<file path="config.mk">
export PLATFORM = sky130hd
export DESIGN_NAME = bitmap_block_allocator_unit
export DESIGN_NICKNAME = d
export VERILOG_FILES = /design/src/rtl/bba_pkg.sv /design/src/rtl/bitmap_block_allocator_unit.sv
export SDC_FILE = /design/constraint.sdc
export NUM_CORES = 2
export LEC_CHECK = 0
export ABC_AREA = 1
export BUFFER_PORTS_ARGS = -buffer_cell sky130_fd_sc_hd__buf_4
export CORE_MARGIN = 3
export CORE_UTILIZATION = 57
export DETAILED_ROUTE_END_ITERATION = 12
export PLACE_DENSITY = 0.78
export SLEW_MARGIN = 20
export SYNTH_ARGS = -nofsm -noshare
export SYNTH_HDL_FRONTEND = slang
export SYNTH_SLANG_ARGS = --single-unit
</file>
<file path="constraint.sdc">
create_clock -name clk -period 13.6 [get_ports clk]
set_input_delay 1.36 -clock clk [delete_from_list [all_inputs] [get_ports clk]]
set_output_delay 1.36 -clock clk [all_outputs]
set_load 0.005 [all_outputs]
</file>
<file path="src/rtl/bba_pkg.sv">
// bba_pkg: types and constants for the bitmap block allocator
// no dependencies; imported by bitmap_block_allocator_unit
package bba_pkg;

  localparam int ADDR_W  = 48;
  localparam int SIZE_W  = 32;
  localparam int BSIZE_W = 21;
  localparam int COUNT_W = 11;
  localparam int ALIGN_W = 4;
  localparam int FIRST_W = 10;
  localparam int STAT_W  = 2;
  localparam int DIVC_W  = 5;

  localparam logic [1:0] REG_BASE_ADDRESS = 2'd0;
  localparam logic [1:0] REG_BLOCK_SIZE   = 2'd1;
  localparam logic [1:0] REG_BLOCK_COUNT  = 2'd2;

  localparam logic KIND_ALLOC = 1'b0;
  localparam logic KIND_FREE  = 1'b1;

  localparam logic [STAT_W-1:0] ST_OK    = 2'd0;
  localparam logic [STAT_W-1:0] ST_NOFIT = 2'd1;
  localparam logic [STAT_W-1:0] ST_BAD   = 2'd2;

  typedef struct packed {
    logic               kind;
    logic [SIZE_W-1:0]  size_bytes;
    logic [ALIGN_W-1:0] align_log2;
    logic [ADDR_W-1:0]  address;
  } bba_in_t;

  typedef struct packed {
    logic [STAT_W-1:0]  status;
    logic [ADDR_W-1:0]  result_address;
    logic [FIRST_W-1:0] first_block;
    logic [COUNT_W-1:0] blocks_touched;
  } bba_out_t;

endpackage

</file>
<file path="src/rtl/bitmap_block_allocator_unit.sv">
// bitmap_block_allocator_unit: first-fit allocator over a used-bit map of equal blocks
// depends on bba_pkg; the bit map is a one-bit memory inside this module
// After reset the map is cleared one entry a cycle, with busy high.
// An item is taken when start is high and busy low; its result appears on result for one
// cycle with done high, and must be captured then. Every item of nonzero size, with a
// nonzero block size, runs through one shared 32-step restoring divider for the block
// count of its size. An allocate then scans the map, reading then checking each block,
// up to the end of the fitting run and marks the run at one block a cycle. A free adds
// a multiply, a range check and a second division for its first block, then clears one
// block a cycle. A zero size or zero block size is answered with ST_BAD from idle.
module bitmap_block_allocator_unit
  import bba_pkg::*;
#(
  parameter int MAX_BLOCKS = 1024
) (
  input  logic           clk,
  input  logic           rst,
  input  logic           start,
  output logic           busy,
  input  bba_in_t        in_item,
  output logic           done,
  output bba_out_t       result,
  input  logic           cfg_write,
  input  logic [1:0]     cfg_index,
  input  logic [ADDR_W-1:0] cfg_data
);

  localparam int IW = (MAX_BLOCKS > 1) ? $clog2(MAX_BLOCKS) : 1;
  localparam int AW = (IW > COUNT_W) ? IW : COUNT_W;

  typedef enum logic [11:0] {
    S_CLEAR    = 12'b000000000001,
    S_IDLE     = 12'b000000000010,
    S_DIVS     = 12'b000000000100,
    S_CHKS     = 12'b000000001000,
    S_SCAN_RD  = 12'b000000010000,
    S_SCAN_CHK = 12'b000000100000,
    S_MARK     = 12'b000001000000,
    S_MUL      = 12'b000010000000,
    S_RANGE    = 12'b000100000000,
    S_DIVA     = 12'b001000000000,
    S_CLAMP    = 12'b010000000000,
    S_UNMARK   = 12'b100000000000
  } state_t;

  state_t state;

  logic [ADDR_W-1:0]  base_address;
  logic [BSIZE_W-1:0] block_size;
  logic [COUNT_W-1:0] block_count;
  logic [COUNT_W-1:0] count_eff;

  bba_in_t            item;
  logic [SIZE_W-1:0]  div_q;
  logic [BSIZE_W-1:0] div_r;
  logic [DIVC_W-1:0]  div_cnt;
  logic [BSIZE_W:0]   div_tr;
  logic               div_ge;
  logic [SIZE_W-1:0]  q_size;
  logic [SIZE_W-1:0]  prod;
  logic [COUNT_W-1:0] nblk;
  logic [COUNT_W-1:0] run;
  logic [COUNT_W-1:0] run_n;
  logic [AW-1:0]      idx;
  logic [AW-1:0]      start_idx;
  logic [AW-1:0]      wr_end;
  logic [ADDR_W-1:0]  acc;
  logic [ADDR_W-1:0]  start_acc;
  logic [15:0]        amask;
  logic               aligned;
  logic               blk_used;
  logic [IW-1:0]      clr_idx;
  logic [COUNT_W-1:0] lim;
  logic [COUNT_W-1:0] touched;
  logic [ADDR_W:0]    pool_end;
  logic [ADDR_W:0]    diff;

  logic               mem [MAX_BLOCKS];
  logic               mem_we;
  logic [IW-1:0]      mem_wa;
  logic               mem_wd;
  logic               rd_data;

  assign count_eff = (32'(block_count) > 32'(MAX_BLOCKS)) ? COUNT_W'(MAX_BLOCKS) : block_count;
  assign busy      = (state != S_IDLE);
  assign div_tr    = {div_r, div_q[SIZE_W-1]};
  assign div_ge    = (div_tr >= {1'b0, block_size});
  assign amask     = 16'((17'd1 << item.align_log2) - 17'd1);
  assign aligned   = ((acc[15:0] & amask) == 16'd0);
  assign blk_used  = rd_data;
  assign pool_end  = {1'b0, base_address} + (ADDR_W+1)'(prod);
  assign diff      = {1'b0, item.address} - {1'b0, base_address};
  assign lim       = count_eff - COUNT_W'(div_q);
  assign touched   = (q_size >= SIZE_W'(lim)) ? lim : COUNT_W'(q_size) + COUNT_W'(1);

  always_comb begin
    if (blk_used) begin
      run_n = '0;
    end else if (run == '0) begin
      run_n = aligned ? COUNT_W'(1) : '0;
    end else begin
      run_n = run + COUNT_W'(1);
    end
  end

  always_comb begin
    mem_we = 1'b0;
    mem_wa = clr_idx;
    mem_wd = 1'b0;
    case (state)
      S_CLEAR: begin
        mem_we = 1'b1;
      end
      S_MARK: begin
        mem_we = 1'b1;
        mem_wa = idx[IW-1:0];
        mem_wd = 1'b1;
      end
      S_UNMARK: begin
        mem_we = 1'b1;
        mem_wa = idx[IW-1:0];
      end
      default: begin
        mem_we = 1'b0;
      end
    endcase
  end

  always_ff @(posedge clk) begin
    if (mem_we) begin
      mem[mem_wa] <= mem_wd;
    end
    rd_data <= mem[idx[IW-1:0]];
  end

  always_ff @(posedge clk) begin
    if (rst) begin
      base_address <= '0;
      block_size   <= BSIZE_W'(64);
      block_count  <= COUNT_W'(1024);
    end else if (cfg_write) begin
      case (cfg_index)
        REG_BASE_ADDRESS: base_address <= cfg_data;
        REG_BLOCK_SIZE:   block_size   <= cfg_data[BSIZE_W-1:0];
        REG_BLOCK_COUNT:  block_count  <= cfg_data[COUNT_W-1:0];
        default: ;
      endcase
    end
  end

  always_ff @(posedge clk) begin
    if (rst) begin
      state   <= S_CLEAR;
      clr_idx <= '0;
      done    <= 1'b0;
    end else begin
      done <= 1'b0;
      case (state)
        S_CLEAR: begin
          clr_idx <= clr_idx + IW'(1);
          if (clr_idx == IW'(MAX_BLOCKS - 1)) begin
            state <= S_IDLE;
          end
        end
        S_IDLE: begin
          if (start) begin
            item <= in_item;
            if (in_item.size_bytes == '0 || block_size == '0) begin
              result <= '{ST_BAD, '0, '0, '0};
              done   <= 1'b1;
            end else begin
              div_q   <= in_item.size_bytes - SIZE_W'(1);
              div_r   <= '0;
              div_cnt <= '0;
              state   <= S_DIVS;
            end
          end
        end
        S_DIVS, S_DIVA: begin
          div_r   <= div_ge ? BSIZE_W'(div_tr - {1'b0, block_size}) : div_tr[BSIZE_W-1:0];
          div_q   <= {div_q[SIZE_W-2:0], div_ge};
          div_cnt <= div_cnt + DIVC_W'(1);
          if (div_cnt == '1) begin
            state <= (state == S_DIVS) ? S_CHKS : S_CLAMP;
          end
        end
        S_CHKS: begin
          q_size <= div_q;
          if (item.kind == KIND_FREE) begin
            state <= S_MUL;
          end else if (div_q >= SIZE_W'(count_eff)) begin
            result <= '{ST_NOFIT, '0, '0, '0};
            done   <= 1'b1;
            state  <= S_IDLE;
          end else begin
            nblk  <= COUNT_W'(div_q) + COUNT_W'(1);
            idx   <= '0;
            acc   <= base_address;
            run   <= '0;
            state <= S_SCAN_RD;
          end
        end
        S_SCAN_RD: begin
          state <= S_SCAN_CHK;
        end
        S_SCAN_CHK: begin
          run <= run_n;
          if (!blk_used && run == '0 && aligned) begin
            start_idx <= idx;
            start_acc <= acc;
          end
          if (run_n == nblk) begin
            if (run == '0) begin
              idx    <= idx;
              wr_end <= idx + AW'(nblk);
            end else begin
              idx    <= start_idx;
              wr_end <= start_idx + AW'(nblk);
            end
            state <= S_MARK;
          end else if (idx + AW'(1) >= AW'(count_eff)) begin
            result <= '{ST_NOFIT, '0, '0, '0};
            done   <= 1'b1;
            state  <= S_IDLE;
          end else begin
            idx   <= idx + AW'(1);
            acc   <= acc + ADDR_W'(block_size);
            state <= S_SCAN_RD;
          end
        end
        S_MARK: begin
          idx <= idx + AW'(1);
          if (idx + AW'(1) == wr_end) begin
            result <= '{ST_OK, start_acc, FIRST_W'(start_idx), nblk};
            done   <= 1'b1;
            state  <= S_IDLE;
          end
        end
        S_MUL: begin
          prod  <= SIZE_W'(count_eff) * SIZE_W'(block_size);
          state <= S_RANGE;
        end
        S_RANGE: begin
          if (diff[ADDR_W] || {1'b0, item.address} >= pool_end) begin
            result <= '{ST_BAD, '0, '0, '0};
            done   <= 1'b1;
            state  <= S_IDLE;
          end else begin
            div_q   <= diff[SIZE_W-1:0];
            div_r   <= '0;
            div_cnt <= '0;
            state   <= S_DIVA;
          end
        end
        S_CLAMP: begin
          idx       <= AW'(div_q);
          start_idx <= AW'(div_q);
          wr_end    <= AW'(div_q) + AW'(touched);
          nblk      <= touched;
          state     <= S_UNMARK;
        end
        S_UNMARK: begin
          idx <= idx + AW'(1);
          if (idx + AW'(1) == wr_end) begin
            result <= '{ST_OK, '0, FIRST_W'(start_idx), nblk};
            done   <= 1'b1;
            state  <= S_IDLE;
          end
        end
        default: begin
          state <= S_IDLE;
        end
      endcase
    end
  end

  a_state_onehot: assert property (@(posedge clk) disable iff (rst) $onehot(state))
    else $error("state not one-hot");
  a_ok_touches: assert property (@(posedge clk) disable iff (rst)
    done && result.status == ST_OK |-> result.blocks_touched != '0)
    else $error("ok result touched no blocks");
  a_status_code: assert property (@(posedge clk) disable iff (rst)
    done |-> result.status == ST_OK || result.status == ST_NOFIT || result.status == ST_BAD)
    else $error("bad status code");
  a_idle_done: assert property (@(posedge clk) disable iff (rst) done |-> !busy)
    else $error("result shown while still working");

endmodule
</file>
## Yosys cells after proc, flatten, opt, wreduce, memory -nomap -nowiden

Memory sizes are Yosys's and may differ from the RTL's. A register that Yosys moved wholly into a read port is not among the register bits.
Index checks and enable logic that the tools add are counted.

| storage, ports and cells | value |
|---|---|
| register bits after elaboration | 500 |
| bits in writable memories | 1,024 |
| input port bits | 139 |
| output and inout port bits | 73 |
| logic and storage cells | 200 |
| memories | 1 |

| operators by class | value |
|---|---|
| $add $sub $neg | 16 |
| multiply operators | 1 |
| $lt $le $gt $ge | 6 |
| equality and inequality tests | 39 |
| shift-type cells | 1 |
| mux-type cells | 74 |
| bitwise logic cells | 2 |
| reduce and logical (&&, ||, !) cells | 35 |

Memory list:

| memory | depth | width | rd ports | clocked after Yosys merged registers in | write ports | line | RTL |
|---|---|---|---|---|---|---|---|
| mem | 1,024 | 1 | 1 | 1 | 1 | bitmap_block_allocator_unit.sv:78 | `logic mem [MAX_BLOCKS];` |

Operator list:

| operator | number |
|---|---|
| 71-bit 2-to-1 mux | 9 |
| 71-bit one-hot mux with 6 select lines | 1 |
| 48-bit 2-to-1 mux | 4 |
| 11-bit 2-to-1 mux | 15 |
| 12-bit one-hot mux with 10 select lines | 1 |
| 32-bit 2-to-1 mux | 3 |
| 32-bit one-hot mux with 3 select lines | 1 |
| 48-bit one-hot mux with 2 select lines | 1 |
| 11-bit one-hot mux with 2 select lines | 4 |
| 21-bit 2-to-1 mux | 4 |
| 32-bit by 11-bit greater-or-equal comparator with 1-bit output | 2 |
| 21-bit one-hot mux with 3 select lines | 1 |
| 12-bit 2-to-1 mux | 5 |
| 48-bit by 32-bit adder with 49-bit output | 1 |
| 48-bit by 49-bit greater-or-equal comparator with 1-bit output | 1 |
| 48-bit by 48-bit subtractor with 49-bit output | 1 |
| 48-bit by 21-bit adder with 48-bit output | 1 |
| 11-bit by 1-bit adder with 11-bit output, second input constant | 4 |
| 11-bit one-hot mux with 4 select lines | 1 |
| 2-bit inequality test, second input constant | 17 |
| 11-bit adder | 3 |
| 32-bit zero test | 1 |
| 11-bit by 21-bit multiplier with 32-bit output | 1 |
| 32-bit by 1-bit subtractor with 32-bit output, second input constant | 1 |
| 57 further kinds | 91 |

## Logic depth before layout (Yosys ltp)

| depth | value |
|---|---|
| depth in word-level cells | 10 |
| gate-level depth with buffers | 39 |
| depth with buffers taken out | 37 |

## Worst setup path after synthesis

No wires, ideal clock.

| timing path | value |
|---|---|
| path type | flip-flop to flip-flop |
| start point | reg state[9] |
| end point | mem mem[0] (data pin) |
| library setup time | 2.478 ns |
| data arrival time | 12.195 ns |
| required time | 11.122 ns |
| slack | -1.073 ns |
| stages on the path, launching flop included | 10 |
| path buffers | 2 |
| period minus slack after synthesis | 14.673 ns |
| path through | dfxtp_1 nor2_2 inv_1 nor2_1 inv_2 nor2_4 nand2_2 clkbuf_1 buf_1 inv_1 |

| on the way | value |
|---|---|
| cells in the longest elaborated chain, start to end | 2 |

RTL lines:

| what | line | RTL |
|---|---|---|
| from (decl) | bitmap_block_allocator_unit.sv:46 | `state_t state;` |
| from (signal assigned) | bitmap_block_allocator_unit.sv:184 | `state <= (state == S_DIVS) ? S_CHKS : S_CLAMP;` |
| 12-bit by 7-bit equality test with 1-bit output | bitmap_block_allocator_unit.sv:110 | `case (state)` |
| 1-bit 2-to-1 mux | bitmap_block_allocator_unit.sv:110 |  |
| net mem_wd | bitmap_block_allocator_unit.sv:81 | `logic mem_wd;` |
| to (decl) | bitmap_block_allocator_unit.sv:78 |  |

The timed path passes the listed nets, and every way through them passes these cells.

## Worst setup path in the final report

| timing path | value |
|---|---|
| start point | reg block_count[10] |
| end point | reg wr_end[9] (data pin) |

| on the way | value |
|---|---|
| cells in the longest elaborated chain, start to end | 7 |

RTL lines:

| what | line | RTL |
|---|---|---|
| from (decl) | bitmap_block_allocator_unit.sv:50 | `logic [COUNT_W-1:0] block_count;` |
| from (signal assigned) | bitmap_block_allocator_unit.sv:145 | `REG_BLOCK_COUNT: block_count <= cfg_data[COUNT_W-1:0];` |
| 11-bit > comparator | bitmap_block_allocator_unit.sv:84 | `assign count_eff = (32'(block_count) > 32'(MAX_BLOCKS)) ? COUNT_W'(MAX_BLOCKS) : block_count;` |
| 11-bit 2-to-1 mux * | bitmap_block_allocator_unit.sv:84 |  |
| 11-bit subtractor * | bitmap_block_allocator_unit.sv:93 | `assign lim = count_eff - COUNT_W'(div_q);` |
| 32-bit by 11-bit greater-or-equal comparator with 1-bit output | bitmap_block_allocator_unit.sv:94 | `assign touched = (q_size >= SIZE_W'(lim)) ? lim : COUNT_W'(q_size) + COUNT_W'(1);` |
| 11-bit 2-to-1 mux * | bitmap_block_allocator_unit.sv:94 |  |
| 11-bit adder * | bitmap_block_allocator_unit.sv:258 | `wr_end <= AW'(div_q) + AW'(touched);` |
| 11-bit one-hot mux with 2 select lines * | bitmap_block_allocator_unit.sv:158 | `case (state)` |
| to (signal assigned) | bitmap_block_allocator_unit.sv:215 | `wr_end <= idx + AW'(nblk);` |
| to (signal assigned) | bitmap_block_allocator_unit.sv:218 | `wr_end <= start_idx + AW'(nblk);` |
| to (signal assigned) | bitmap_block_allocator_unit.sv:258 |  |
| to (decl) | bitmap_block_allocator_unit.sv:66 | `logic [AW-1:0] wr_end;` |

Every way passes the cells marked *; elsewhere a longest branch is shown, timed or not.
A chain may end at the register's enable or synchronous reset.

==> results.cfg <==
[hold_path]
whs_path_depth = 0
hold_path.class = reg -> reg
hp-start = acc[25]
min_to = start_acc[25]

[floorplanning]
die_y_um = 390
core-area_sq_um = 146000
die_area_sq_um = 152000
io_pins = 212
start_util = 0.575
num_rows = 140
fp.dieW_um = 390

[timing]
rsz0062_at_grt = no
finalHoldViolations = 0
fmax_mhz = 129
min_period_ps = 7750
worst_pin_slew_ps = 1240
slew_violations = 0
final-setup-viol-count = 0
whs_ps = 476
finalSetupTns_ps = 0
fin_skew_ps = 68.0
fin_crit_sh = 0.570
relSlewSlack = 0.173

[yosys]
yosys_warnings = 0
synth_cell_type_count = 56
synth.avg_cell_area_sq_um = 9.16
ys_ff_latch = 1525
synth_area_sq_um = 84100
synth_edf_count = 1421
synthCells = 9179
yosysSeqAreaShare = 0.532
synth-main-ff-cell = edfxtp_1
synthArstFlopShare = 0
syn_nets = 9808

[placement]
io_buffers = 211
post-dp-hpwl_mm = 181
dp_cells = 10901
routabilityCongestion = 1.01
dpl-instance-area_sq_um = 87000

[global_route]
antenna_found_initial = 17
grt_pass1_wl_mm = 406
grt_max_degree = 295
grt_pass1_vias = 65118
grt_use_total = 0.358
overflow = 0

[clocking]
cts_buffers = 160
cts_resized = 0
clock-sinks = 1525
cts.htree.levels = 4
clockRootBuffer = clkbuf_16
postCtsSetupBuffers = 0
hold_buffers = 0
cts.clk_slew.worst_paths_ps = 70
clockBufferDepth = 3
cts_tree = built
clk_latency_ps = 830

[final_layout]
finalNetCount = 9775
instances_no_fill = 11196
mostFrequentLayoutCells = nor2_1, nand2_1, edfxtp_1, inv_1, a21oi_1
utilization = 0.632
regArea_sq_um = 44800
multi_input_area_sq_um = 34500
layout_commonest_cell = nor2_1
fillers = 11966
layout-drive-gt1-share = 0.0711
syn2layout_area_growth_pct = 9.88
fin_area_sq_um = 92400

[worst_setup_path]
crit_fanout = 23
rr_startpoint = block_count[10]
slowest_delay_ps = 940
worstSetupPathType = reg -> reg
worst_r2r_path_depth = 33
r2r_end = wr_end[9]
r2r_setup_slack_ps = 5850
slowest_stage = dfxtp_1
worstSetupStartpointType = flip-flop
arrival_ps = 8260
required_ps = 14110
crit_path_end_kind = flip-flop

[power_and_ir_drop]
ir_drop_v = 0.000110
powerDensity_nw_per_um2 = 112
p_leak_nw = 35.4

[drt]
viasPerCell = 6.21
wirelength_mm = 278
drt-initial-drc-count = 10374
first_pass_iters = 9
drc = 0
antenna_left = 0
vias = 69562
routedWlPerCell_um = 24.8

[outcome]
outcome = finished, final reports clean

[job]
max-cap-violations = 0
final cells by class:
type	instances	share of cell area
Sequential cell	1525	0.485
Multi-Input combinational cell	6360	0.374
Clock buffer	192	0.0454
Inverter	781	0.0319
Timing Repair Buffer	318	0.0263
Tap cell	1917	0.0260
Clock inverter	99	0.0117
Antenna cell	4	0.000108
per-layer routing:
layer	wire, um	part of all wire	global-route usage
met1	108000	0.39	0.519
met2	119000	0.43	0.525
met3	38400	0.14	0.0877
met4	11400	0.041	0.130
met5	148	0.00053	0.00510
kinds of logic after synthesis:
group,after synthesis,share of synthesized area
muxes,27,0.00322
AOI/OAI and AO/OA,1493,0.0967
and+or+nand+nor,4155,0.199
xor gates and xnor gates,195,0.0203
adders and majority gates,490,0.0887
DFF,1525,0.532
buffers and inverters,1294,0.0593
worst max path at each step:
stage,start,slack [ps],to
after floorplan,state[9],3420,mem[0]
after global placement,block_count[10],5950,prod[24]
after detailed placement,block_count[10],5890,prod[26]
after CTS,block_count[10],5860,prod[26]
after global routing,block_count[10],5150,wr_end[9]
final,block_count[10],5850,wr_end[9]
report_power, final:
group | internal, mW | total (mW) | switching, mW
Combinational | 0.222 | 0.762 | 0.541
Sequential | 5.11 | 5.16 | 0.0553
Clock | 2.46 | 4.41 | 1.94
Total | 7.79 | 10.3 | 2.54
Yosys cell counts (all sizes together), types with 104 or more instances:
master / n / share of area
ha: 313 / 0.047
clkbuf: 366 / 0.016
nand3: 333 / 0.020
nor2: 1769 / 0.079
edfxtp: 1421 / 0.51
dfxtp: 104 / 0.025
buf: 147 / 0.0081
o21ai: 577 / 0.034
a21oi: 605 / 0.036
nor3: 200 / 0.012
inv: 770 / 0.034
fa: 177 / 0.042
xor2: 116 / 0.012
o22ai: 116 / 0.0086
nand2: 1692 / 0.076
sequential cells by signal, indices dropped and copies added (netlist names), 21 cells and up:
name          cells
block_size       21
acc              48
q_size           32
div_r            21
base_address     48
div_q            32
item             53
prod             32
result           71
mem            1024
start_acc        48
worst max-delay path: cells and delay by family, from the launching register on:
family          cells  cell delay, ps
compound gates     13            2400
simple gates       12            1800
buf+inv             4            1140
fa+ha+maj           3             970
flops               1             940
xor+xnor            1             220
per-stage QoR:
| step | power, mW | worst slack, ps |
|---|---|---|
| floorplan | 5.65 | 3420 |
| global placement | 5.99 | 5950 |
| detailed placement | 5.99 | 5890 |
| CTS | 10.3 | 5860 |
| global route | 10.6 | 5150 |
| finish | 10.3 | 5850 |
Power figures use the tool's default switching activity.
